## src/design/srev_pkg.sv

```systemverilog
`default_nettype none
package srev_pkg;

  localparam int RAM_BYTES_DEF = 524288;
  localparam int NUM_WORDS     = 35;
  localparam int ACW           = 24;
  localparam int PROG_LEN      = 68;
  localparam int PCW           = $clog2(PROG_LEN);
  localparam logic [5:0] REG_BASE = 6'd32;

  typedef struct packed {
    logic               operation;
    logic        [5:0]  reg_index;
    logic        [15:0] reg_value;
    logic signed [15:0] left_in;
    logic signed [15:0] right_in;
  } in_item_t;

  typedef struct packed {
    logic signed [15:0] left_out;
    logic signed [15:0] right_out;
  } out_item_t;

  typedef enum logic [1:0] {ST_CLEAR, ST_IDLE, ST_RUN} st_t;
  typedef enum logic [2:0] {PH_RDA, PH_RDB, PH_GO, PH_WAIT, PH_LAND} ph_t;
  typedef enum logic [2:0] {K_ALU, K_RD, K_WR, K_POS, K_OUT} kind_t;
  typedef enum logic [1:0] {A_OFF, A_OFF_M1, A_OFF_MD, A_STEP} adj_t;
  typedef enum logic [1:0] {B_ZERO, B_ACC, B_XL, B_XR} base_t;
  typedef enum logic [2:0] {M_MD, M_ACC, M_INL, M_INR, M_SAT} msrc_t;
  typedef enum logic [1:0] {P_NONE, P_ADD, P_SUB} prod_t;
  typedef enum logic [2:0] {D_NONE, D_PADD, D_PSUB, D_LIN, D_RIN, D_MD} addn_t;
  typedef enum logic [3:0] {
    R_ACC, R_LIN, R_RIN, R_XL, R_XR, R_OL, R_OR, R_P, R_MD
  } dst_t;

  typedef struct packed {
    kind_t      kind;
    adj_t       adj;
    logic [5:0] oa;
    logic [5:0] od;
    base_t      base;
    msrc_t      msrc;
    prod_t      prod;
    logic [5:0] gidx;
    addn_t      addn;
    dst_t       dst;
  } uword_t;

  typedef struct packed {
    uword_t     uw;
    logic [5:0] widx;
    logic       wa_cap;
    logic       mod_start;
    logic       alu_en;
    logic       rd_en;
    logic       land_en;
    logic       wr_en;
    logic       pos_en;
    logic       out_load;
    logic       in_cap;
    logic       cfg_we;
  } dp_ctl_t;

  function automatic logic signed [15:0] sat16(input logic signed [ACW-1:0] v);
    logic signed [15:0] r;
    if (v > ACW'(32767)) r = 16'sh7fff;
    else if (v < -ACW'(32768)) r = 16'sh8000;
    else r = v[15:0];
    return r;
  endfunction

  function automatic uword_t ua(input base_t b, input msrc_t m, input prod_t p,
                                input logic [5:0] g, input addn_t a, input dst_t d);
    uword_t w;
    w = '0;
    w.kind = K_ALU; w.base = b; w.msrc = m; w.prod = p;
    w.gidx = g; w.addn = a; w.dst = d;
    return w;
  endfunction

  function automatic uword_t um(input kind_t k, input adj_t j, input logic [5:0] oa,
                                input logic [5:0] od, input dst_t d);
    uword_t w;
    w = '0;
    w.kind = k; w.adj = j; w.oa = oa; w.od = od; w.dst = d;
    return w;
  endfunction

  function automatic uword_t uc(input kind_t k);
    uword_t w;
    w = '0;
    w.kind = k; w.adj = A_STEP;
    return w;
  endfunction

  function automatic uword_t uc_rom(input logic [PCW-1:0] pc);
    uword_t w;
    case (pc)
      7'd0:  w = ua(B_ZERO, M_INL, P_ADD, 6'd30, D_NONE, R_LIN);
      7'd1:  w = ua(B_ZERO, M_INR, P_ADD, 6'd31, D_NONE, R_RIN);
      7'd2:  w = um(K_RD, A_OFF_M1, 6'd10, 6'd0, R_P);
      7'd3:  w = um(K_RD, A_OFF, 6'd16, 6'd0, R_MD);
      7'd4:  w = ua(B_ZERO, M_MD, P_ADD, 6'd7, D_LIN, R_ACC);
      7'd5:  w = ua(B_ACC, M_MD, P_NONE, 6'd0, D_PSUB, R_ACC);
      7'd6:  w = ua(B_ZERO, M_ACC, P_ADD, 6'd2, D_PADD, R_ACC);
      7'd7:  w = um(K_WR, A_OFF, 6'd10, 6'd0, R_ACC);
      7'd8:  w = um(K_RD, A_OFF_M1, 6'd11, 6'd0, R_P);
      7'd9:  w = um(K_RD, A_OFF, 6'd17, 6'd0, R_MD);
      7'd10: w = ua(B_ZERO, M_MD, P_ADD, 6'd7, D_RIN, R_ACC);
      7'd11: w = ua(B_ACC, M_MD, P_NONE, 6'd0, D_PSUB, R_ACC);
      7'd12: w = ua(B_ZERO, M_ACC, P_ADD, 6'd2, D_PADD, R_ACC);
      7'd13: w = um(K_WR, A_OFF, 6'd11, 6'd0, R_ACC);
      7'd14: w = um(K_RD, A_OFF_M1, 6'd18, 6'd0, R_P);
      7'd15: w = um(K_RD, A_OFF, 6'd25, 6'd0, R_MD);
      7'd16: w = ua(B_ZERO, M_MD, P_ADD, 6'd7, D_LIN, R_ACC);
      7'd17: w = ua(B_ACC, M_MD, P_NONE, 6'd0, D_PSUB, R_ACC);
      7'd18: w = ua(B_ZERO, M_ACC, P_ADD, 6'd2, D_PADD, R_ACC);
      7'd19: w = um(K_WR, A_OFF, 6'd18, 6'd0, R_ACC);
      7'd20: w = um(K_RD, A_OFF_M1, 6'd19, 6'd0, R_P);
      7'd21: w = um(K_RD, A_OFF, 6'd24, 6'd0, R_MD);
      7'd22: w = ua(B_ZERO, M_MD, P_ADD, 6'd7, D_RIN, R_ACC);
      7'd23: w = ua(B_ACC, M_MD, P_NONE, 6'd0, D_PSUB, R_ACC);
      7'd24: w = ua(B_ZERO, M_ACC, P_ADD, 6'd2, D_PADD, R_ACC);
      7'd25: w = um(K_WR, A_OFF, 6'd19, 6'd0, R_ACC);
      7'd26: w = um(K_RD, A_OFF, 6'd12, 6'd0, R_MD);
      7'd27: w = ua(B_ZERO, M_MD, P_ADD, 6'd3, D_NONE, R_ACC);
      7'd28: w = um(K_RD, A_OFF, 6'd14, 6'd0, R_MD);
      7'd29: w = ua(B_ACC, M_MD, P_ADD, 6'd4, D_NONE, R_ACC);
      7'd30: w = um(K_RD, A_OFF, 6'd20, 6'd0, R_MD);
      7'd31: w = ua(B_ACC, M_MD, P_ADD, 6'd5, D_NONE, R_ACC);
      7'd32: w = um(K_RD, A_OFF, 6'd22, 6'd0, R_MD);
      7'd33: w = ua(B_ACC, M_MD, P_ADD, 6'd6, D_NONE, R_XL);
      7'd34: w = um(K_RD, A_OFF, 6'd13, 6'd0, R_MD);
      7'd35: w = ua(B_ZERO, M_MD, P_ADD, 6'd3, D_NONE, R_ACC);
      7'd36: w = um(K_RD, A_OFF, 6'd15, 6'd0, R_MD);
      7'd37: w = ua(B_ACC, M_MD, P_ADD, 6'd4, D_NONE, R_ACC);
      7'd38: w = um(K_RD, A_OFF, 6'd21, 6'd0, R_MD);
      7'd39: w = ua(B_ACC, M_MD, P_ADD, 6'd5, D_NONE, R_ACC);
      7'd40: w = um(K_RD, A_OFF, 6'd23, 6'd0, R_MD);
      7'd41: w = ua(B_ACC, M_MD, P_ADD, 6'd6, D_NONE, R_XR);
      7'd42: w = um(K_RD, A_OFF_MD, 6'd26, 6'd0, R_MD);
      7'd43: w = ua(B_XL, M_MD, P_SUB, 6'd8, D_NONE, R_ACC);
      7'd44: w = um(K_WR, A_OFF, 6'd26, 6'd0, R_ACC);
      7'd45: w = um(K_RD, A_OFF_MD, 6'd26, 6'd0, R_MD);
      7'd46: w = ua(B_ZERO, M_ACC, P_ADD, 6'd8, D_MD, R_XL);
      7'd47: w = um(K_RD, A_OFF_MD, 6'd27, 6'd0, R_MD);
      7'd48: w = ua(B_XR, M_MD, P_SUB, 6'd8, D_NONE, R_ACC);
      7'd49: w = um(K_WR, A_OFF, 6'd27, 6'd0, R_ACC);
      7'd50: w = um(K_RD, A_OFF_MD, 6'd27, 6'd0, R_MD);
      7'd51: w = ua(B_ZERO, M_ACC, P_ADD, 6'd8, D_MD, R_XR);
      7'd52: w = um(K_RD, A_OFF_MD, 6'd28, 6'd1, R_MD);
      7'd53: w = ua(B_XL, M_MD, P_SUB, 6'd9, D_NONE, R_ACC);
      7'd54: w = um(K_WR, A_OFF, 6'd28, 6'd0, R_ACC);
      7'd55: w = um(K_RD, A_OFF_MD, 6'd28, 6'd1, R_MD);
      7'd56: w = ua(B_ZERO, M_ACC, P_ADD, 6'd9, D_MD, R_XL);
      7'd57: w = um(K_RD, A_OFF_MD, 6'd29, 6'd1, R_MD);
      7'd58: w = ua(B_XR, M_MD, P_SUB, 6'd9, D_NONE, R_ACC);
      7'd59: w = um(K_WR, A_OFF, 6'd29, 6'd0, R_ACC);
      7'd60: w = um(K_RD, A_OFF_MD, 6'd29, 6'd1, R_MD);
      7'd61: w = ua(B_ZERO, M_ACC, P_ADD, 6'd9, D_MD, R_XR);
      7'd62: w = ua(B_XL, M_MD, P_NONE, 6'd0, D_NONE, R_ACC);
      7'd63: w = ua(B_ZERO, M_SAT, P_ADD, 6'd33, D_NONE, R_OL);
      7'd64: w = ua(B_XR, M_MD, P_NONE, 6'd0, D_NONE, R_ACC);
      7'd65: w = ua(B_ZERO, M_SAT, P_ADD, 6'd34, D_NONE, R_OR);
      7'd66: w = uc(K_POS);
      7'd67: w = uc(K_OUT);
      default: w = uc(K_OUT);
    endcase
    return w;
  endfunction

endpackage
`default_nettype wire

```

## src/design/srev_mod.sv

```systemverilog
`default_nettype none
module srev_mod #(
  parameter int RAM_BYTES = srev_pkg::RAM_BYTES_DEF,
  localparam int RW = RAM_BYTES / 2,
  localparam int AW = $clog2(RW),
  localparam int SW = ((AW > 18) ? AW : 18) + 3
) (
  input  logic                 clk,
  input  logic                 rst_n,
  input  logic                 start,
  input  logic signed [SW-1:0] s,
  input  logic        [AW:0]   n,
  output logic        [AW-1:0] r,
  output logic                 done
);
  import srev_pkg::*;

  localparam int MW = SW - 1;
  localparam int CW = $clog2(MW + 1);

  logic          busy_r, done_r, neg_r;
  logic [CW-1:0] cnt_r;
  logic [MW-1:0] mag_r;
  logic [AW-1:0] rem_r, r_r;
  logic [AW:0]   rem_sh;
  logic [AW-1:0] rem_nxt;
  logic [SW-1:0] s_abs;

  assign s_abs   = s[SW-1] ? SW'(-s) : SW'(s);
  assign rem_sh  = {rem_r, mag_r[MW-1]};
  assign rem_nxt = (rem_sh >= n) ? AW'(rem_sh - n) : rem_sh[AW-1:0];

  always_ff @(posedge clk) begin
    if (!rst_n) begin
      busy_r <= 1'b0;
      done_r <= 1'b0;
      cnt_r  <= '0;
    end else if (start) begin
      busy_r <= 1'b1;
      done_r <= 1'b0;
      cnt_r  <= CW'(MW);
    end else if (busy_r) begin
      if (cnt_r != '0) begin
        cnt_r <= cnt_r - 1'b1;
      end else begin
        busy_r <= 1'b0;
        done_r <= 1'b1;
      end
    end
  end

  always_ff @(posedge clk) begin
    if (start) begin
      neg_r <= s[SW-1];
      mag_r <= s_abs[MW-1:0];
      rem_r <= '0;
    end else if (busy_r) begin
      if (cnt_r != '0) begin
        rem_r <= rem_nxt;
        mag_r <= {mag_r[MW-2:0], 1'b0};
      end else begin
        r_r <= (neg_r && rem_r != '0) ? AW'(n - {1'b0, rem_r}) : rem_r;
      end
    end
  end

  assign r    = r_r;
  assign done = done_r;

endmodule
`default_nettype wire

```

## config.mk

```make
export PLATFORM = sky130hd
export DESIGN_NAME = srev_mod
export DESIGN_NICKNAME = d
export VERILOG_FILES = /design/src/design/srev_pkg.sv /design/src/design/srev_mod.sv
export SDC_FILE = /design/constraint.sdc
export NUM_CORES = 1
export LEC_CHECK = 0
export BUFFER_PORTS_ARGS = -buffer_cell sky130_fd_sc_hd__buf_4
export CAP_MARGIN = 10
export CORE_MARGIN = 4
export CORE_UTILIZATION = 27
export CTS_CLUSTER_SIZE = 8
export DETAILED_ROUTE_END_ITERATION = 7
export GPL_ROUTABILITY_DRIVEN = 0
export GPL_TIMING_DRIVEN = 0
export PLACE_DENSITY = 0.44
export SYNTH_ARGS = -nofsm -noshare
export SYNTH_HDL_FRONTEND = slang
export SYNTH_SLANG_ARGS = --single-unit
```

## constraint.sdc

```tcl
create_clock -name clk -period 2.8 [get_ports clk]
set_input_delay 0.14 -clock clk [delete_from_list [all_inputs] [get_ports clk]]
set_output_delay 0.14 -clock clk [all_outputs]
set_load 0.05 [all_outputs]
```

==> impl_metrics.json <==
{
  "finalNonFillerCells": 906,
  "p_leak_nw": 2.49,
  "post-route-period-util_pct": 95.0,
  "h-tree-depth": 3,
  "synth_edf_count": 39,
  "cts_made_buffers": 9,
  "syn_area_sq_um": 5080,
  "ys_types": 65,
  "yosys.area.top_type": "edfxtp_1",
  "drtIter0Drc": 258,
  "synth_area_per_cell_sq_um": 8.53,
  "worstHoldPathType": "input pin to flop",
  "critPathCaptureType": "flop",
  "synth_fp_nets": 680,
  "synth_top_flop_cell": "edfxtp_1",
  "rsz0062_at_grt": "no",
  "ys_seq_area_share_pct": 32.9,
  "finClkSkew_ns": 0.00755,
  "hpwl_microns": 11200,
  "crit_start": "mag_r[19]",
  "async_flop_share_pct": 0,
  "clockBufferDepth": 2,
  "io_pins": 62,
  "setup_violations": 0,
  "wirelength_microns": 14600,
  "clockRootBuffer": "clkbuf_16",
  "drc_errors": 0,
  "status": "complete, no violations",
  "die_height_microns": 145,
  "area_growth_pct": 21.4,
  "vias_per_cell": 5.06,
  "crit_fanout": 4,
  "clock-sinks": 64,
  "num_vias": 4586,
  "initial_utilization_pct": 27.8,
  "arrival_ns": 2.92,
  "synth.area.top_cells": "edfxtp_1 23%, dfxtp_1 9.8%, ha_1 9.6%",
  "required_ns": 3.06,
  "cp-start-kind": "flop",
  "p_per_area_nw_per_um2": 529,
  "maxCapViolations": 0,
  "num_antenna_cells": 0,
  "finalHoldViolCount": 0,
  "nNetsFinal": 756,
  "r2r-start": "mag_r[19]",
  "grt_pass1_wl_microns": 23600,
  "yosys.area.top_type_share_pct": 23.0,
  "dieArea_sq_um": 21100,
  "syn-instance-count": 596,
  "coreArea_sq_um": 18300,
  "io_buffer_count": 61,
  "fp-row-count": 49,
  "yosysWarnings": 0,
  "grt_max_degree": 23,
  "synth-seq-cells": 64,
  "worst_slew_pin_slew_ns": 1.05,
  "vdd_drop_max_v": 0.000244,
  "drive_gt1_share_pct": 16.2,
  "grt_pass1_vias": 4590,
  "slew_violations": 0,
  "cts.clk_slew.worst_paths_ns": 0.06,
  "gr-usage-all-layers_pct": 13.8,
  "power_w": 0.00327,
  "drt.antenna.violating_nets": 0,
  "gr-total-overflow": 0,
  "hp-start": "start",
  "cts_tree": "done",
  "fmax_mhz": 376,
  "min_period_ns": 2.66,
  "wl_per_cell_microns": 16.1,
  "critical_path_class": "flop to flop",
  "antenna_found_initial": 0,
  "slew_headroom_pct": 29.9,
  "first_pass_iters": 4,
  "clk_latency_ns": 0.35,
  "die_w_microns": 145,
  "dp_cells": 886
}
worst max-delay path: stages, from the launching register on:
cell,delay [ns]
edfxtp_1,0.38
inv_1,0.06
ha_1,0.19
fa_1,0.40
nand2b_1,0.19
a21o_1,0.23
a211oi_2,0.27
o2111a_1,0.23
nor3_1,0.05
or3b_1,0.37
a221oi_2,0.21
routing by layer:
layer / part of all wire, % / track usage, % / vias to the layer above / routed length [microns]
met4: 2.4 / 5.84 / 0 / 357
met1: 47 / 18.3 / 2153 / 6850
met5: 0 / 0 / - / 0
met2: 46 / 22.3 / 113 / 6770
met3: 4.2 / 2.34 / 20 / 616
li1: - / - / 2300 / -
cell families (layout without fill, tap and decap cells):
| group | Yosys count | count (layout) | synth area share (%) |
|---|---|---|---|
| compound gates | 183 | 183 | 23.1 |
| mux | 12 | 12 | 2.39 |
| fa+ha+maj | 41 | 41 | 10.4 |
| xor+xnor | 46 | 46 | 7.92 |
| flops | 64 | 64 | 32.9 |
| buf+inv | 81 | 162 | 6.35 |
| simple gates | 169 | 169 | 17.0 |
final cells by class:
cell class              instances  area, sq um
multi-input cells             451         3130
inverters                      57          214
plain buffers                  24          109
fillers                      1946        12100
well taps                     229          287
clock buffers                   9          225
flip-flops and latches         64         1670
repair buffers                 65          490
clock inverters                 7         48.8
repair_timing:
item | in CTS | in global routing
setup endpoints to repair | 10 | 14
pin swaps | 1 | 2
hold buffers | 1 | 0
resized for setup | 6 | 5
cloned | 0 | 0
endpoints found under the hold margin | 1 | 0
buffers inserted | 0 | 3
cells in the mapped netlist (all sizes together), types with 2 or more instances:
cell / count
a211oi: 10
a21boi: 3
a21o: 12
a21oi: 62
a221oi: 3
a31oi: 5
and3: 5
and4: 2
buf: 5
clkbuf: 19
dfxtp: 25
edfxtp: 39
fa: 2
ha: 39
inv: 57
mux2i: 11
nand2: 51
nand2b: 12
nand3: 14
nand3b: 2
nand4: 7
nor2: 37
nor2b: 5
nor3: 8
nor3b: 2
nor4: 9
nor4b: 2
o211ai: 6
o21a: 4
o21ai: 54
o21bai: 4
o221ai: 2
o22ai: 3
o31a: 2
o31ai: 6
o41ai: 3
or3: 5
or3b: 2
or4: 3
xnor2: 19
xor2: 27
sequential cells by signal, summed over array words and instances, names as in the netlist:
name	count
neg_r	1
rem_r	18
cnt_r	5
r	18
done	1
busy_r	1
mag_r	20
report_power, final:
group / internal, W / switching [W]
logic: 0.000412 / 0.000627
registers: 0.00111 / 0.0000592
clock network: 0.000597 / 0.000464
total: 0.00211 / 0.00115
layout by cell type, fill, tap and decap left out, drive strengths merged, types with 4 or more instances in the layout:
cell type   n
nand4       7
xnor2      19
ha         39
nand3      14
mux2i      11
or3         5
o21ai      54
a211oi     10
nor2b       5
o21bai      4
edfxtp     39
a21oi      62
o211ai      6
o21a        4
a31oi       5
xor2       27
clkbuf     28
nor2       37
o31ai       6
nor3        8
dfxtp      25
nor4        9
nand2      51
inv        57
a21o       12
and3        5
nand2b     12
clkinv      4
buf        69
final timing paths:
check / to / slack (ns) / cells after the start
setup / recovery: rem_r[14] / 0.14 / 10
hold / removal: neg_r / 0.01 / 1
setup reg to reg: rem_r[14] / 0.14 / 10
hold reg to reg: done / 0.47 / 2
per-stage QoR:
step	util (%)	instance area [sq um]	setup WS, ns	hold WS, ns	TNS [ns]
finish	33.8	6170	0.140	0.0106	0
global route	33.8	6170	0.0195	0.00906	0
CTS	33.6	6140	0.0188	0.00258	0
detailed placement	31.9	5830	-0.476	0.342	-2.38
global placement	31.9	5830	-0.457	0.344	-2.27
floorplan	-	5080	0.423	0.239	0
Power figures use the tool's default switching activity.
