[src/design/srev_pkg.sv]
`default_nettype none
package srev_pkg;

  localparam int RAM_BYTES_DEF = 524288;
  localparam int NUM_WORDS     = 35;
  localparam int ACW           = 24;
  localparam int PROG_LEN      = 68;
  localparam int PCW           = $clog2(PROG_LEN);
  localparam logic [5:0] REG_BASE = 6'd32;

  typedef struct packed {
    logic               operation;
    logic        [5:0]  reg_index;
    logic        [15:0] reg_value;
    logic signed [15:0] left_in;
    logic signed [15:0] right_in;
  } in_item_t;

  typedef struct packed {
    logic signed [15:0] left_out;
    logic signed [15:0] right_out;
  } out_item_t;

  typedef enum logic [1:0] {ST_CLEAR, ST_IDLE, ST_RUN} st_t;
  typedef enum logic [2:0] {PH_RDA, PH_RDB, PH_GO, PH_WAIT, PH_LAND} ph_t;
  typedef enum logic [2:0] {K_ALU, K_RD, K_WR, K_POS, K_OUT} kind_t;
  typedef enum logic [1:0] {A_OFF, A_OFF_M1, A_OFF_MD, A_STEP} adj_t;
  typedef enum logic [1:0] {B_ZERO, B_ACC, B_XL, B_XR} base_t;
  typedef enum logic [2:0] {M_MD, M_ACC, M_INL, M_INR, M_SAT} msrc_t;
  typedef enum logic [1:0] {P_NONE, P_ADD, P_SUB} prod_t;
  typedef enum logic [2:0] {D_NONE, D_PADD, D_PSUB, D_LIN, D_RIN, D_MD} addn_t;
  typedef enum logic [3:0] {
    R_ACC, R_LIN, R_RIN, R_XL, R_XR, R_OL, R_OR, R_P, R_MD
  } dst_t;

  typedef struct packed {
    kind_t      kind;
    adj_t       adj;
    logic [5:0] oa;
    logic [5:0] od;
    base_t      base;
    msrc_t      msrc;
    prod_t      prod;
    logic [5:0] gidx;
    addn_t      addn;
    dst_t       dst;
  } uword_t;

  typedef struct packed {
    uword_t     uw;
    logic [5:0] widx;
    logic       wa_cap;
    logic       mod_start;
    logic       alu_en;
    logic       rd_en;
    logic       land_en;
    logic       wr_en;
    logic       pos_en;
    logic       out_load;
    logic       in_cap;
    logic       cfg_we;
  } dp_ctl_t;

  function automatic logic signed [15:0] sat16(input logic signed [ACW-1:0] v);
    logic signed [15:0] r;
    if (v > ACW'(32767)) r = 16'sh7fff;
    else if (v < -ACW'(32768)) r = 16'sh8000;
    else r = v[15:0];
    return r;
  endfunction

  function automatic uword_t ua(input base_t b, input msrc_t m, input prod_t p,
                                input logic [5:0] g, input addn_t a, input dst_t d);
    uword_t w;
    w = '0;
    w.kind = K_ALU; w.base = b; w.msrc = m; w.prod = p;
    w.gidx = g; w.addn = a; w.dst = d;
    return w;
  endfunction

  function automatic uword_t um(input kind_t k, input adj_t j, input logic [5:0] oa,
                                input logic [5:0] od, input dst_t d);
    uword_t w;
    w = '0;
    w.kind = k; w.adj = j; w.oa = oa; w.od = od; w.dst = d;
    return w;
  endfunction

  function automatic uword_t uc(input kind_t k);
    uword_t w;
    w = '0;
    w.kind = k; w.adj = A_STEP;
    return w;
  endfunction

  function automatic uword_t uc_rom(input logic [PCW-1:0] pc);
    uword_t w;
    case (pc)
      7'd0:  w = ua(B_ZERO, M_INL, P_ADD, 6'd30, D_NONE, R_LIN);
      7'd1:  w = ua(B_ZERO, M_INR, P_ADD, 6'd31, D_NONE, R_RIN);
      7'd2:  w = um(K_RD, A_OFF_M1, 6'd10, 6'd0, R_P);
      7'd3:  w = um(K_RD, A_OFF, 6'd16, 6'd0, R_MD);
      7'd4:  w = ua(B_ZERO, M_MD, P_ADD, 6'd7, D_LIN, R_ACC);
      7'd5:  w = ua(B_ACC, M_MD, P_NONE, 6'd0, D_PSUB, R_ACC);
      7'd6:  w = ua(B_ZERO, M_ACC, P_ADD, 6'd2, D_PADD, R_ACC);
      7'd7:  w = um(K_WR, A_OFF, 6'd10, 6'd0, R_ACC);
      7'd8:  w = um(K_RD, A_OFF_M1, 6'd11, 6'd0, R_P);
      7'd9:  w = um(K_RD, A_OFF, 6'd17, 6'd0, R_MD);
      7'd10: w = ua(B_ZERO, M_MD, P_ADD, 6'd7, D_RIN, R_ACC);
      7'd11: w = ua(B_ACC, M_MD, P_NONE, 6'd0, D_PSUB, R_ACC);
      7'd12: w = ua(B_ZERO, M_ACC, P_ADD, 6'd2, D_PADD, R_ACC);
      7'd13: w = um(K_WR, A_OFF, 6'd11, 6'd0, R_ACC);
      7'd14: w = um(K_RD, A_OFF_M1, 6'd18, 6'd0, R_P);
      7'd15: w = um(K_RD, A_OFF, 6'd25, 6'd0, R_MD);
      7'd16: w = ua(B_ZERO, M_MD, P_ADD, 6'd7, D_LIN, R_ACC);
      7'd17: w = ua(B_ACC, M_MD, P_NONE, 6'd0, D_PSUB, R_ACC);
      7'd18: w = ua(B_ZERO, M_ACC, P_ADD, 6'd2, D_PADD, R_ACC);
      7'd19: w = um(K_WR, A_OFF, 6'd18, 6'd0, R_ACC);
      7'd20: w = um(K_RD, A_OFF_M1, 6'd19, 6'd0, R_P);
      7'd21: w = um(K_RD, A_OFF, 6'd24, 6'd0, R_MD);
      7'd22: w = ua(B_ZERO, M_MD, P_ADD, 6'd7, D_RIN, R_ACC);
      7'd23: w = ua(B_ACC, M_MD, P_NONE, 6'd0, D_PSUB, R_ACC);
      7'd24: w = ua(B_ZERO, M_ACC, P_ADD, 6'd2, D_PADD, R_ACC);
      7'd25: w = um(K_WR, A_OFF, 6'd19, 6'd0, R_ACC);
      7'd26: w = um(K_RD, A_OFF, 6'd12, 6'd0, R_MD);
      7'd27: w = ua(B_ZERO, M_MD, P_ADD, 6'd3, D_NONE, R_ACC);
      7'd28: w = um(K_RD, A_OFF, 6'd14, 6'd0, R_MD);
      7'd29: w = ua(B_ACC, M_MD, P_ADD, 6'd4, D_NONE, R_ACC);
      7'd30: w = um(K_RD, A_OFF, 6'd20, 6'd0, R_MD);
      7'd31: w = ua(B_ACC, M_MD, P_ADD, 6'd5, D_NONE, R_ACC);
      7'd32: w = um(K_RD, A_OFF, 6'd22, 6'd0, R_MD);
      7'd33: w = ua(B_ACC, M_MD, P_ADD, 6'd6, D_NONE, R_XL);
      7'd34: w = um(K_RD, A_OFF, 6'd13, 6'd0, R_MD);
      7'd35: w = ua(B_ZERO, M_MD, P_ADD, 6'd3, D_NONE, R_ACC);
      7'd36: w = um(K_RD, A_OFF, 6'd15, 6'd0, R_MD);
      7'd37: w = ua(B_ACC, M_MD, P_ADD, 6'd4, D_NONE, R_ACC);
      7'd38: w = um(K_RD, A_OFF, 6'd21, 6'd0, R_MD);
      7'd39: w = ua(B_ACC, M_MD, P_ADD, 6'd5, D_NONE, R_ACC);
      7'd40: w = um(K_RD, A_OFF, 6'd23, 6'd0, R_MD);
      7'd41: w = ua(B_ACC, M_MD, P_ADD, 6'd6, D_NONE, R_XR);
      7'd42: w = um(K_RD, A_OFF_MD, 6'd26, 6'd0, R_MD);
      7'd43: w = ua(B_XL, M_MD, P_SUB, 6'd8, D_NONE, R_ACC);
      7'd44: w = um(K_WR, A_OFF, 6'd26, 6'd0, R_ACC);
      7'd45: w = um(K_RD, A_OFF_MD, 6'd26, 6'd0, R_MD);
      7'd46: w = ua(B_ZERO, M_ACC, P_ADD, 6'd8, D_MD, R_XL);
      7'd47: w = um(K_RD, A_OFF_MD, 6'd27, 6'd0, R_MD);
      7'd48: w = ua(B_XR, M_MD, P_SUB, 6'd8, D_NONE, R_ACC);
      7'd49: w = um(K_WR, A_OFF, 6'd27, 6'd0, R_ACC);
      7'd50: w = um(K_RD, A_OFF_MD, 6'd27, 6'd0, R_MD);
      7'd51: w = ua(B_ZERO, M_ACC, P_ADD, 6'd8, D_MD, R_XR);
      7'd52: w = um(K_RD, A_OFF_MD, 6'd28, 6'd1, R_MD);
      7'd53: w = ua(B_XL, M_MD, P_SUB, 6'd9, D_NONE, R_ACC);
      7'd54: w = um(K_WR, A_OFF, 6'd28, 6'd0, R_ACC);
      7'd55: w = um(K_RD, A_OFF_MD, 6'd28, 6'd1, R_MD);
      7'd56: w = ua(B_ZERO, M_ACC, P_ADD, 6'd9, D_MD, R_XL);
      7'd57: w = um(K_RD, A_OFF_MD, 6'd29, 6'd1, R_MD);
      7'd58: w = ua(B_XR, M_MD, P_SUB, 6'd9, D_NONE, R_ACC);
      7'd59: w = um(K_WR, A_OFF, 6'd29, 6'd0, R_ACC);
      7'd60: w = um(K_RD, A_OFF_MD, 6'd29, 6'd1, R_MD);
      7'd61: w = ua(B_ZERO, M_ACC, P_ADD, 6'd9, D_MD, R_XR);
      7'd62: w = ua(B_XL, M_MD, P_NONE, 6'd0, D_NONE, R_ACC);
      7'd63: w = ua(B_ZERO, M_SAT, P_ADD, 6'd33, D_NONE, R_OL);
      7'd64: w = ua(B_XR, M_MD, P_NONE, 6'd0, D_NONE, R_ACC);
      7'd65: w = ua(B_ZERO, M_SAT, P_ADD, 6'd34, D_NONE, R_OR);
      7'd66: w = uc(K_POS);
      7'd67: w = uc(K_OUT);
      default: w = uc(K_OUT);
    endcase
    return w;
  endfunction

endpackage
`default_nettype wire

[src/design/srev_seq.sv]
`default_nettype none
module srev_seq (
  input  logic              clk,
  input  logic              rst_n,
  input  logic              in_valid,
  input  logic              in_op,
  output logic              in_ready,
  output logic              out_valid,
  input  logic              out_ready,
  input  logic              clr_done,
  input  logic              mod_done,
  output srev_pkg::dp_ctl_t ctl
);
  import srev_pkg::*;

  st_t            state_r, state_nxt;
  ph_t            ph_r, ph_nxt;
  logic [PCW-1:0] pc_r, pc_nxt;
  logic           out_valid_r, out_valid_nxt;
  uword_t         uw;

  assign uw = uc_rom(pc_r);

  always_ff @(posedge clk) begin
    if (!rst_n) begin
      state_r     <= ST_CLEAR;
      ph_r        <= PH_RDA;
      pc_r        <= '0;
      out_valid_r <= 1'b0;
    end else begin
      state_r     <= state_nxt;
      ph_r        <= ph_nxt;
      pc_r        <= pc_nxt;
      out_valid_r <= out_valid_nxt;
    end
  end

  always_comb begin
    state_nxt = state_r;
    ph_nxt    = ph_r;
    pc_nxt    = pc_r;
    in_ready  = 1'b0;
    ctl       = '0;
    ctl.uw    = uw;
    ctl.widx  = uw.gidx;
    case (state_r)
      ST_CLEAR: begin
        if (clr_done) state_nxt = ST_IDLE;
      end
      ST_IDLE: begin
        in_ready = 1'b1;
        if (in_valid) begin
          if (in_op) begin
            ctl.cfg_we = 1'b1;
          end else begin
            ctl.in_cap = 1'b1;
            pc_nxt     = '0;
            ph_nxt     = PH_RDA;
            state_nxt  = ST_RUN;
          end
        end
      end
      ST_RUN: begin
        case (uw.kind)
          K_ALU: begin
            if (ph_r == PH_RDA) begin
              ph_nxt = PH_RDB;
            end else begin
              ctl.alu_en = 1'b1;
              pc_nxt     = pc_r + 1'b1;
              ph_nxt     = PH_RDA;
            end
          end
          K_RD, K_WR: begin
            case (ph_r)
              PH_RDA: begin
                ctl.widx = uw.oa;
                ph_nxt   = PH_RDB;
              end
              PH_RDB: begin
                ctl.widx   = uw.od;
                ctl.wa_cap = 1'b1;
                ph_nxt     = PH_GO;
              end
              PH_GO: begin
                ctl.mod_start = 1'b1;
                ph_nxt        = PH_WAIT;
              end
              PH_WAIT: begin
                if (mod_done) begin
                  if (uw.kind == K_RD) begin
                    ctl.rd_en = 1'b1;
                    ph_nxt    = PH_LAND;
                  end else begin
                    ctl.wr_en = 1'b1;
                    pc_nxt    = pc_r + 1'b1;
                    ph_nxt    = PH_RDA;
                  end
                end
              end
              PH_LAND: begin
                ctl.land_en = 1'b1;
                pc_nxt      = pc_r + 1'b1;
                ph_nxt      = PH_RDA;
              end
              default: ph_nxt = PH_RDA;
            endcase
          end
          K_POS: begin
            if (ph_r == PH_WAIT) begin
              if (mod_done) begin
                ctl.pos_en = 1'b1;
                pc_nxt     = pc_r + 1'b1;
                ph_nxt     = PH_RDA;
              end
            end else begin
              ctl.mod_start = 1'b1;
              ph_nxt        = PH_WAIT;
            end
          end
          K_OUT: begin
            if (!out_valid_r || out_ready) begin
              ctl.out_load = 1'b1;
              state_nxt    = ST_IDLE;
            end
          end
          default: state_nxt = ST_IDLE;
        endcase
      end
      default: state_nxt = ST_CLEAR;
    endcase
    out_valid_nxt = ctl.out_load | (out_valid_r & ~out_ready);
  end

  assign out_valid = out_valid_r;

endmodule
`default_nettype wire

[config.mk]
export PLATFORM = sky130hd
export DESIGN_NAME = srev_seq
export DESIGN_NICKNAME = d
export VERILOG_FILES = /design/src/design/srev_pkg.sv /design/src/design/srev_seq.sv
export SDC_FILE = /design/constraint.sdc
export NUM_CORES = 1
export LEC_CHECK = 0
export BUFFER_PORTS_ARGS = -buffer_cell sky130_fd_sc_hd__buf_2
export CORE_ASPECT_RATIO = 1.5
export CORE_MARGIN = 5
export CORE_UTILIZATION = 39
export DETAILED_ROUTE_END_ITERATION = 8
export GPL_ROUTABILITY_DRIVEN = 0
export PLACE_DENSITY = 0.67
export SYNTH_ARGS = -nofsm -noshare
export SYNTH_HDL_FRONTEND = slang
export SYNTH_MEMORY_MAX_BITS = 65536
export SYNTH_SLANG_ARGS = --single-unit
[constraint.sdc]
create_clock -name clk -period 4.7 [get_ports clk]
set_input_delay 0.47 -clock clk [delete_from_list [all_inputs] [get_ports clk]]
set_output_delay 0.47 -clock clk [all_outputs]
set_load 0.01 [all_outputs]
==> metrics, run 1 <==
Place WS ~0.61 ns; most common cell after layout, fill and taps aside buf_2; Starting Density roughly two fifths; crit path time final 4.179 ns; dominant synthesized flop cell dfxtp_1; Lkg Pwr 0.001627 uW; antenna viol nets, final 0; Yosys reg bits 42; DR vias 4080; Cells after Synth 486; Reg2Reg Setup Slack 0.52 ns; Critical R2R Launch state_r[0]; Least-Margin Pin Slew 1.055 ns; Pre-Repair DR Iteration Count 6; Root Driver clkbuf_16; hold slack 0.5134 ns; detailed router's first-iteration violation count roughly 650; Max Cap Viol 0; Setup crit start state_r[0]; setup bufs post-CTS 0; CP endpoint kind flip-flop; wire length per cell 19.81 um; Syn Std Cell Area approximately 3600 um^2; PD cells 296.9 nW/um^2; HP Class input pin to flip-flop; layout cells sized above 1 20.43%; Post-CTS Hold Fix Bufs 0; grt ovf 0; total die area 11430 um^2; Netlist cell types 82; Pins Over Slew Limit 0; CTS tree built; port buffer count 55; HPWL Detailed a little over 9000 um; clk slew on worst S/H paths 0.07 ns; Area growth syn-to-layout 10.59%; Layout Skew 0.009241 ns; WP data required 4.86 ns; global-route wire length before repair 19310 um; CP max stage delay 0.52 ns; IO Count 62; H-tree depth 2; all-layer global routing usage 21.44%; Final WS setup 0.5206 ns; fin cells between 600 and 700; Async S/R FF share, synth 0%; Worst Path Buf+Inv 2; initial antenna violation count 0; crit path max-delay cell type a211o_2; vias in the first global route 3668; highest-count cells in the layout ignoring fill and taps buf_2, nand2_1, dfxtp_1; number of diodes 0; drt drc 0; final hold viol count 0; worst-path maximum fanout 25; die height 128.5 um; final-layout fill cell count 919; Hold Crit Start out_ready; RSZ-0062 raised after global routing no; period utilization between 80% and 90%; worst path cell trace inv_1, ha_1, nand2b_1, a221oi_2, a211o_2, mux2i_2, inv_1, ha_1, a211oi_1, a31oi_1, o22ai_1, o31ai_1, o221ai_1, o31ai_1; final wirelength 12400 um; Max Fclk 239.3 MHz; critical path class flip-flop to flip-flop; relative slew slack 28.79%; EDFF count, synth 0; fin nets 530; Synthesis Warnings 0; Num CTS Buffers 5; Top delay family on crit path compound AO/OA/AOI/OAI gates; status finished, final reports clean; Clock Sinks 42; Seq/Total Area, Yosys 23.04%; Total Neg Setup Slack 0 ns; clock tree buffer depth 2; Worst-Skew Late Latency 0.29 ns; DP Cell Count 618; largest net degree at the start of global routing 32; Die X 88.99 um; # rows 43; final-report setup violation count 0; core area 9200 um^2; VDD IR max 0.0002402 V; DR vias/cell 6.518; syn_area_per_cell 7.510 um^2; Worst setup SP type flip-flop; CP arrival ~4.3 ns; # resized after CTS 0
==> kinds of logic after synthesis <==
group,share of synthesized area [%]
simple gates,26.26
compound gates,31.20
buf+inv,9.462
flops,23.04
xor+xnor,3.360
mux,3.154
fa+ha+maj,3.428
other cells,0.1027
==> routing by layer <==
layer	track usage (%)	wire, um	up-vias
met5	0	0	-
met4	12.62	1010	0
met3	3.331	1323	88
met2	34.82	5702	325
met1	26.32	4363	1845
li1	-	-	1822
==> Yosys cell counts (all sizes together) (6+ instances only) <==
cell / instances / area, um^2
nand2b: 8 / 50.05
nand2: 54 / 212.7
a211o: 7 / 62.56
buf: 30 / 212.7
o21ai: 42 / 214.0
nor3: 21 / 121.4
and2: 6 / 37.54
a211oi: 6 / 50.05
o211ai: 7 / 66.31
inv: 15 / 56.31
a21oi: 28 / 143.9
ha: 10 / 125.1
dfxtp: 42 / 840.8
mux2i: 10 / 103.9
nand3: 18 / 90.09
nor3b: 9 / 72.57
clkbuf: 18 / 67.56
o31ai: 6 / 45.04
o22ai: 6 / 37.54
nor2: 43 / 168.9
a31oi: 12 / 75.07
xnor2: 9 / 86.34
==> per-stage QoR <==
step                power [uW]  utilization [%]  instance area (um^2)
global placement         787.3            42.04                  3867
CTS                       1191            43.87                  4036
detailed placement       792.2            42.04                  3867
finish                    1199            43.87                  4036
global route              1249            43.87                  4036
floorplan                711.7                -                  3669
==> worst paths after layout <==
path	cells past startpoint	to
min	3	out_valid
max reg2reg	14	uw[29]
min reg2reg	2	state_r[0]
max	14	uw[29]
==> worst reg2reg max path, stage by stage (launching register included) <==
cell      delay (ns)
dfxtp_1         0.35
inv_1           0.09
ha_1            0.38
nand2b_1        0.34
a221oi_2        0.42
a211o_2         0.52
mux2i_2         0.48
inv_1           0.12
ha_1            0.37
a211oi_1        0.32
a31oi_1         0.06
o22ai_1         0.19
o31ai_1         0.10
o221ai_1        0.20
o31ai_1         0.09
==> sequential cells by signal, indices dropped and copies added, names as in the netlist <==
name,cells
state_r,2
pc_r,7
out_valid,1
uw,29
ph_r,3
==> power by group <==
| group | internal [uW] | leakage [uW] | switching, uW | total, uW |
|---|---|---|---|---|
| sequential | 370 | 0.000339 | 16.6 | 386 |
| combinational | 136 | 0.00120 | 271 | 407 |
| clock | 252 | 0.0000842 | 154 | 405 |
| total | 758 | 0.00163 | 441 | 1200 |
==> layout make-up <==
cell class	instances	area [um^2]	area share [%]
multi-input cells	385	2486	61.59
flip-flops and latches	42	840.8	20.83
repair buffers	63	335.3	8.308
well taps	112	140.1	3.472
clock buffers	5	125.1	3.100
inverters	16	65.06	1.612
clock inverters	3	43.79	1.085
Power figures use the tool's default switching activity.
==> run 2: changes to the inputs <==
--- a/config.mk
+++ b/config.mk
@@ -5,13 +5,14 @@
 export SDC_FILE = /design/constraint.sdc
 export NUM_CORES = 1
 export LEC_CHECK = 0
-export BUFFER_PORTS_ARGS = -buffer_cell sky130_fd_sc_hd__buf_2
+export BUFFER_PORTS_ARGS = -buffer_cell sky130_fd_sc_hd__buf_4
 export CORE_ASPECT_RATIO = 1.5
 export CORE_MARGIN = 5
 export CORE_UTILIZATION = 39
 export DETAILED_ROUTE_END_ITERATION = 8
 export GPL_ROUTABILITY_DRIVEN = 0
 export PLACE_DENSITY = 0.67
+export SETUP_SLACK_MARGIN = 0.4
 export SYNTH_ARGS = -nofsm -noshare
 export SYNTH_HDL_FRONTEND = slang
 export SYNTH_MEMORY_MAX_BITS = 65536
==> metrics, run 2 (synthesized netlist as in run 1, its figures left out) <==
relative slew slack 32.37% (was 28.79%); Worst setup SP type flip-flop (unchanged); antenna viol nets, final 0 (unchanged); GR Util met1 26.09% (was 26.32%); wire length per cell 19.80 um (was 19.81 um); global-route wire length before repair 19500 um (was 19310 um); met2 usage 34.86% (was 34.82%); # resized after CTS 0 (unchanged); Critical R2R Launch state_r[0] (unchanged); final wirelength 12380 um (was 12400 um); Pre-Repair DR Iteration Count 5 (was 6); # rows 43 (unchanged); CP endpoint kind flip-flop (unchanged); Setup crit start state_r[0] (unchanged); WP data required 4.93 ns (was 4.86 ns); H-tree depth 2 (unchanged); Total Neg Setup Slack 0 ns (unchanged); final hold viol count 0 (unchanged); grt met3 use 3.972% (was 3.331%); layout cells sized above 1 20.27% (was 20.43%); core area 9200 um^2 (unchanged); initial antenna violation count 0 (unchanged); Post-CTS Hold Fix Bufs 0 (unchanged); port buffer count 55 (unchanged); Place WS 0.5196 ns (was 0.6076 ns); final-layout fill cell count 930 (was 919); hold slack 0.5089 ns (was 0.5134 ns); Clock Sinks 42 (unchanged); highest-count cells in the layout ignoring fill and taps buf_4, nand2_1, dfxtp_1 (was buf_2, nand2_1, dfxtp_1); final-report setup violation count 0 (unchanged); grt ovf 0 (unchanged); HP Class input pin to flip-flop (unchanged); CP arrival 4.23 ns (was 4.34 ns); vias in the first global route 3745 (was 3668); largest net degree at the start of global routing 32 (unchanged); setup bufs post-CTS 0 (unchanged); global routing's busiest layer met2 (unchanged); total die area 11430 um^2 (unchanged); DR vias/cell 6.320 (was 6.518); detailed router's first-iteration violation count 456 (was 652); CTS tree built (unchanged); period utilization 84.93% (was 88.92%); die height 128.5 um (unchanged); worst-path maximum fanout 31 (was 25); clk slew on worst S/H paths 0.06 ns (was 0.07 ns); VDD IR max 0.0002307 V (was 0.0002402 V); total chip power 1219 uW (was 1199 uW); HPWL Detailed 9011 um (was 9090 um); Worst-Skew Late Latency 0.30 ns (was 0.29 ns); Pins Over Slew Limit 0 (unchanged); clock tree buffer depth 2 (unchanged); Die X 88.99 um (unchanged); fin nets 529 (was 530); Layout Skew 0.008935 ns (was 0.009241 ns); PD cells 291.2 nW/um^2 (was 296.9 nW/um^2); Max Cap Viol 0 (unchanged); Final WS setup 0.7081 ns (was 0.5206 ns); number of diodes 0 (unchanged); Area growth syn-to-layout 14.67% (was 10.59%); Root Driver clkbuf_16 (unchanged); Starting Density 39.67% (unchanged); most common cell after layout, fill and taps aside buf_4 (was buf_2); DR vias 3950 (was 4080); status finished, final reports clean (unchanged); Lkg Pwr 0.001640 uW (was 0.001627 uW); crit path time final 3.992 ns (was 4.179 ns); Max Fclk 250.5 MHz (was 239.3 MHz); IO Count 62 (unchanged); Least-Margin Pin Slew 1.002 ns (was 1.055 ns); drt drc 0 (unchanged); critical path class flip-flop to flip-flop (unchanged); Num CTS Buffers 5 (unchanged); all-layer global routing usage 21.65% (was 21.44%); Hold Crit Start rst_n (was out_ready); max reg flops 29 (unchanged); RSZ-0062 raised after global routing yes (was no)
## run 2: path summary, 6_finish.rpt
check	to	slack [ns]	depth (start not counted)
min	ph_r[0]	0.51	2
max reg2reg	uw[17]	0.71	12
max	uw[17]	0.71	12
min reg2reg	state_r[0]	0.55	2
## run 2: final cells by class
type | count | area, um^2 | share of cell area, %
multi-input combinational | 385 | 2507 | 59.91
timing repair buffer | 62 | 465.4 | 11.12
sequential | 42 | 840.8 | 20.09
inverter | 16 | 65.06 | 1.555
clock inverter | 2 | 37.54 | 0.8969
tap | 112 | 140.1 | 3.348
clock buffer | 6 | 128.9 | 3.079
## run 2: stage by stage
step | std cells | util [%] | instance area [um^2]
floorplan | 491 | - | 3669
global placement | 617 | 43.45 | 3998
detailed placement | 617 | 43.45 | 3998
CTS | 625 | 45.26 | 4164
global route | 625 | 45.49 | 4185
finish | 625 | 45.49 | 4185
## run 2: metal layers
metal	up-vias	routed length, um
li1	1810	-
met1	1816	4499
met2	252	5857
met3	72	1153
met4	0	866
met5	-	0
## run 2: worst max-delay path: stages (launching register included)
cell and delay [ns]:
dfxtp_1 0.40, inv_1 0.08, ha_1 0.32, nand2b_1 0.38, a221oi_2 0.13, a211o_4 0.48
or3_1 0.51, nand2_1 0.19, nand2_2 0.08, inv_2 0.44, nand2_1 0.20, nor4_1 0.49
or2_2 0.21
## run 2: where the power goes
group,switching [uW],total (uW),internal [uW]
combinational,276,428,152
clock,154,405,251
sequential,16.3,386,370
total,446,1220,773
